--- src/design/lobl_pkg.sv ---
// ----------------------------------------------------------------------------
// lobl_pkg
// Shared types and constants of the limit order book level engine.
// ----------------------------------------------------------------------------
package lobl_pkg;

   localparam int DEF_PRICE_LEVELS = 1024;
   localparam int DEF_LEVEL_DEPTH  = 16;
   localparam int DEF_ORDER_IDS    = 65536;

   localparam logic [2:0] OP_ADD     = 3'd0;
   localparam logic [2:0] OP_CANCEL  = 3'd1;
   localparam logic [2:0] OP_REM_BID = 3'd2;
   localparam logic [2:0] OP_REM_ASK = 3'd3;
   localparam logic [2:0] OP_CHECK   = 3'd4;

   localparam logic SIDE_BUY = 1'b0;

   localparam logic [1:0] ST_DONE      = 2'd0;
   localparam logic [1:0] ST_FULL      = 2'd1;
   localparam logic [1:0] ST_NOT_FOUND = 2'd2;

   typedef enum logic [4:0] {
      S_CLEAR, S_IDLE, S_MOD, S_DISPATCH, S_ADD_RD, S_ADD_WR,
      S_CAN_RD, S_CAN_IDX, S_CAN_CNT, S_SRCH_RD, S_SRCH_CMP,
      S_SHIFT_RD, S_SHIFT_WR, S_AFTER, S_SCAN_RD, S_SCAN_CHK,
      S_TOP_RD, S_TOP_CHK, S_CHK_RD, S_CHK_DATA, S_FIN_RD, S_FIN_OUT
   } ctl_state_type;

   typedef enum logic [4:0] {
      DP_NONE, DP_CLEAR, DP_LATCH, DP_MOD, DP_ADD_RD, DP_ADD_WR, DP_SET_FULL,
      DP_CAN_RD, DP_CAN_IDX, DP_NOT_FOUND, DP_CAN_CNT, DP_SRCH_RD, DP_SRCH_CMP,
      DP_SHIFT_RD, DP_SHIFT_WR, DP_SCAN_RD, DP_SCAN_CHK, DP_TOP_RD, DP_TOP_CHK,
      DP_CHK_RD, DP_CHK_DATA, DP_FIN_RD, DP_FIN_OUT
   } dp_op_type;

   typedef struct packed {
      dp_op_type op;
   } dp_cmd_type;

   typedef struct packed {
      logic [2:0] operation;
      logic       mod_skip;
      logic       mod_last;
      logic       clear_done;
      logic       cnt_full;
      logic       idx_valid;
      logic       pos_lt_cnt;
      logic       id_match;
      logic       shift_more;
      logic       need_rescan;
      logic       scan_stop;
      logic       top_empty;
      logic       out_busy;
   } dp_status_type;

endpackage

--- src/design/lobl_ctrl.sv ---
// ----------------------------------------------------------------------------
// lobl_ctrl
// Sequencer of the order book: steps each transaction through the datapath.
// ----------------------------------------------------------------------------
module lobl_ctrl (
   input  logic                    clock,
   input  logic                    reset,
   input  logic                    req_tvalid,
   output logic                    req_tready,
   input  lobl_pkg::dp_status_type status,
   output lobl_pkg::dp_cmd_type    cmd
);
   import lobl_pkg::*;

   ctl_state_type state_ff, state_in;

   always_ff @(posedge clock) begin
      if (reset) begin
         state_ff <= S_CLEAR;
      end else begin
         state_ff <= state_in;
      end
   end

   always_comb begin
      state_in   = state_ff;
      cmd.op     = DP_NONE;
      req_tready = 1'b0;
      unique case (state_ff)
         S_CLEAR: begin
            cmd.op = DP_CLEAR;
            if (status.clear_done) state_in = S_IDLE;
         end
         S_IDLE: begin
            req_tready = 1'b1;
            if (req_tvalid) begin
               cmd.op   = DP_LATCH;
               state_in = status.mod_skip ? S_DISPATCH : S_MOD;
            end
         end
         S_MOD: begin
            cmd.op = DP_MOD;
            if (status.mod_last) state_in = S_DISPATCH;
         end
         S_DISPATCH: begin
            priority case (status.operation)
               OP_ADD:                 state_in = S_ADD_RD;
               OP_CANCEL:              state_in = S_CAN_RD;
               OP_REM_BID, OP_REM_ASK: state_in = S_TOP_RD;
               OP_CHECK:               state_in = S_CHK_RD;
               default:                state_in = S_FIN_RD;
            endcase
         end
         S_ADD_RD: begin
            cmd.op   = DP_ADD_RD;
            state_in = S_ADD_WR;
         end
         S_ADD_WR: begin
            cmd.op   = status.cnt_full ? DP_SET_FULL : DP_ADD_WR;
            state_in = S_FIN_RD;
         end
         S_CAN_RD: begin
            cmd.op   = DP_CAN_RD;
            state_in = S_CAN_IDX;
         end
         S_CAN_IDX: begin
            if (status.idx_valid) begin
               cmd.op   = DP_CAN_IDX;
               state_in = S_CAN_CNT;
            end else begin
               cmd.op   = DP_NOT_FOUND;
               state_in = S_FIN_RD;
            end
         end
         S_CAN_CNT: begin
            cmd.op   = DP_CAN_CNT;
            state_in = S_SRCH_RD;
         end
         S_SRCH_RD: begin
            if (status.pos_lt_cnt) begin
               cmd.op   = DP_SRCH_RD;
               state_in = S_SRCH_CMP;
            end else begin
               cmd.op   = DP_NOT_FOUND;
               state_in = S_FIN_RD;
            end
         end
         S_SRCH_CMP: begin
            cmd.op   = DP_SRCH_CMP;
            state_in = status.id_match ? S_SHIFT_RD : S_SRCH_RD;
         end
         S_SHIFT_RD: begin
            cmd.op   = DP_SHIFT_RD;
            state_in = status.shift_more ? S_SHIFT_WR : S_AFTER;
         end
         S_SHIFT_WR: begin
            cmd.op   = DP_SHIFT_WR;
            state_in = S_SHIFT_RD;
         end
         S_AFTER: begin
            state_in = status.need_rescan ? S_SCAN_RD : S_FIN_RD;
         end
         S_SCAN_RD: begin
            cmd.op   = DP_SCAN_RD;
            state_in = S_SCAN_CHK;
         end
         S_SCAN_CHK: begin
            cmd.op   = DP_SCAN_CHK;
            state_in = status.scan_stop ? S_FIN_RD : S_SCAN_RD;
         end
         S_TOP_RD: begin
            cmd.op   = DP_TOP_RD;
            state_in = S_TOP_CHK;
         end
         S_TOP_CHK: begin
            cmd.op   = DP_TOP_CHK;
            state_in = status.top_empty ? S_FIN_RD : S_SHIFT_RD;
         end
         S_CHK_RD: begin
            cmd.op   = DP_CHK_RD;
            state_in = S_CHK_DATA;
         end
         S_CHK_DATA: begin
            cmd.op   = DP_CHK_DATA;
            state_in = S_FIN_RD;
         end
         S_FIN_RD: begin
            cmd.op   = DP_FIN_RD;
            state_in = S_FIN_OUT;
         end
         S_FIN_OUT: begin
            if (status.out_busy) begin
               cmd.op = DP_FIN_RD;
            end else begin
               cmd.op   = DP_FIN_OUT;
               state_in = S_IDLE;
            end
         end
         default: state_in = S_CLEAR;
      endcase
   end

endmodule

--- config.mk ---
export PLATFORM = sky130hd
export DESIGN_NAME = lobl_ctrl
export DESIGN_NICKNAME = d
export VERILOG_FILES = /design/src/design/lobl_pkg.sv /design/src/design/lobl_ctrl.sv
export SDC_FILE = /design/constraint.sdc
export NUM_CORES = 1
export LEC_CHECK = 0
export ABC_AREA = 1
export BUFFER_PORTS_ARGS = -buffer_cell sky130_fd_sc_hd__buf_4
export CELL_PAD_IN_SITES_DETAIL_PLACEMENT = 0
export CELL_PAD_IN_SITES_GLOBAL_PLACEMENT = 1
export CORE_UTILIZATION = 35
export DETAILED_ROUTE_END_ITERATION = 6
export GPL_ROUTABILITY_DRIVEN = 0
export HOLD_SLACK_MARGIN = 0.06
export PLACE_DENSITY = 0.89
export SETUP_SLACK_MARGIN = 0.1
export SLEW_MARGIN = 20
export SYNTH_ARGS = -nofsm -noshare
export SYNTH_HDL_FRONTEND = slang
export SYNTH_SLANG_ARGS = --single-unit
--- constraint.sdc ---
create_clock -name clock -period 2.7 [get_ports clock]
set_input_delay 0.135 -clock clock [delete_from_list [all_inputs] [get_ports clock]]
set_output_delay 0.135 -clock clock [all_outputs]
set_load 0.03 [all_outputs]
==> results.ini <==
[status]
outcome=completed

[sta]
rsz0062_at_grt=no
period_needed_ns=2.18
finalHoldViolations=0
slew_viol_final=0
fmax_ghz=0.458
period_share_pct=80.9
relSlewSlack_pct=66.6
setup_viol_count_final=0
clock_skew_ns=0.00194
whs_ns=0.0690
worstMarginPinSlew_ns=0.501
timing.setup.tns_ns=0

[layout]
fin_nets=198
layout_common_cells=nor2_1, nand2_1, inv_1, buf_4, nand3_1
largest_reg_flops=5
post-route-cell-area_mm2=0.00103
drive_gt1_share_pct=21.2
layout_commonest_cell=nor2_1
regMostFlops=state_ff
num_antenna_cells=0
area_growth_pct=24.8
utilization_pct=46.7
reg_top3=state_ff: 5 flops

[logic_synthesis]
synth_top_cell_by_area=nor2_1
synth_top_cell_area_share_pct=15.4
synth_area_leaders=nor2_1, nand2_1, nand3_1
synthesis.nets=173
syn_avg_cell_area_um2=5.34
yosysSeqAreaShare_pct=12.1
yosys_warnings=0
synth-seq-cells=5
synth_area_um2=828
syn_inst=155
ys_types=27

[critical_path]
setup.worst_path.start_class=register
worstPathRequired_ns=2.57
cp_slowest_cell=dfxtp_1
critPathKind=register to primary output
slowest_delay_ns=0.63
crit_chain=inv_4 -> nand3_1 -> nor2_1 -> nor2_1 -> nand2_1 -> nor4_1 -> nand2_1 -> buf_4
worstPathArrival_ns=2.05
crit_fanout=10
worstSetupEndpointType=primary output

[clocking]
cts_hold_buf=0
cts_tree=done
clk_path_buf_depth=2
cts.sinks=5
htreeDepth=1
root_buffer=clkbuf_4
cts_buffers=3
post-cts-setup-buffers=0
clk_latency_ns=0.25
clkTransAtPathRegs_ns=0.05
ctsResizeCount=0

[pwr]
vdd_drop_max_uv=512
leakage_nw=0.584
power.density_mw_per_mm2=701
power.total_uw=724

[drt]
drc=0
drt_iter0_drc=61
wire_per_inst_um=12.9
dr.pass1.iters=5
viasPerCell=5.54
routed_wl_um=2670
drtAntennaViolNets=0
dr_total_vias=1147

[place]
hpwl_um=2130
placed_cell_area_mm2=0.00101
port-buffer-count=23

[floorplanning]
start_util_pct=37.4
die_width_um=50.6
dieArea_mm2=0.00256
die_h_um=50.6
rows=17
io_pins=24
coreArea_mm2=0.00221

[grt]
grt_usage_pct=21.4
grt.overflow.total=0
grt_max_degree=11
first_global_vias=964
grt_pass1_wl_um=4200
antenna_found_initial=0

[hold_path]
hold_class=input port to register

[job]
drv_cap=0

metrics by stage:
| stage | setup slack (ns) | instances |
|---|---|---|
| 2_1_floorplan | 1.05 | 155 |
| 3_3_place_gp | 0.837 | 203 |
| 3_5_place_dp | 0.824 | 203 |
| 4_1_cts | 0.548 | 207 |
| 5_1_grt | 0.382 | 207 |
| 6_report | 0.516 | 207 |
path summary, 6_finish.rpt:
kind | start | endpoint | slack, ns | cells past startpoint
max reg2reg | state_ff[4]$_SDFFE_PP0P_ | state_ff[1]$_SDFFE_PP0P_ | 0.96 | 9
min | reset | state_ff[3]$_SDFFE_PP0P_ | 0.07 | 2
min reg2reg | state_ff[3]$_SDFFE_PP0P_ | state_ff[3]$_SDFFE_PP0P_ | 0.80 | 4
max | state_ff[4]$_SDFFE_PP0P_ | cmd[1] | 0.52 | 8
cells in the mapped netlist (all sizes together):
library cell and instances:
nor3 1, or2 2, dfxtp 5, clkbuf 1
nor2 37, nand4 6, o31ai 1, a21oi 5
a211oi 1, o22ai 1, o21ai 6, o211ai 1
nor4 1, inv 26, o2111ai 4, nand2 32
nand3 22, a31oi 1, buf 2
power by group:
| part | internal (mW) | switching (mW) |
|---|---|---|
| sequential | 0.0906 | 0.0424 |
| clock | 0.0561 | 0.0341 |
| combinational | 0.170 | 0.331 |
worst max-delay path, delay by kind of cell (launching register included):
kind,cells,cell delay (ns)
AND/OR/NAND/NOR,6,0.87
flip-flops,1,0.63
buffers and inverters,2,0.31
metal layers:
metal	track usage [%]	up-vias	share of wire, %
met3	4.24	8	12
met1	28.0	498	39
li1	-	559	-
met5	0	-	0
met4	8.33	0	2.5
met2	34.0	82	46
cell families (layout without fill, tap and decap cells):
group                  count (synthesis)  count (layout)  synth area share (%)
flip-flops                             5               5                  12.1
AO/OA/AOI/OAI                         20              20                  15.6
AND/OR/NAND/NOR                      101             101                  56.8
buffers and inverters                 29              53                  15.6
final cells by class:
cell class	count	area [µm²]
Clock buffer	4	26.3
Fill cell	254	1180
Inverter	26	100
Multi-Input combinational cell	121	599
Sequential cell	5	100
Tap cell	28	35.0
Timing Repair Buffer	23	173
No activity file was read; power rests on OpenSTA's default activity.
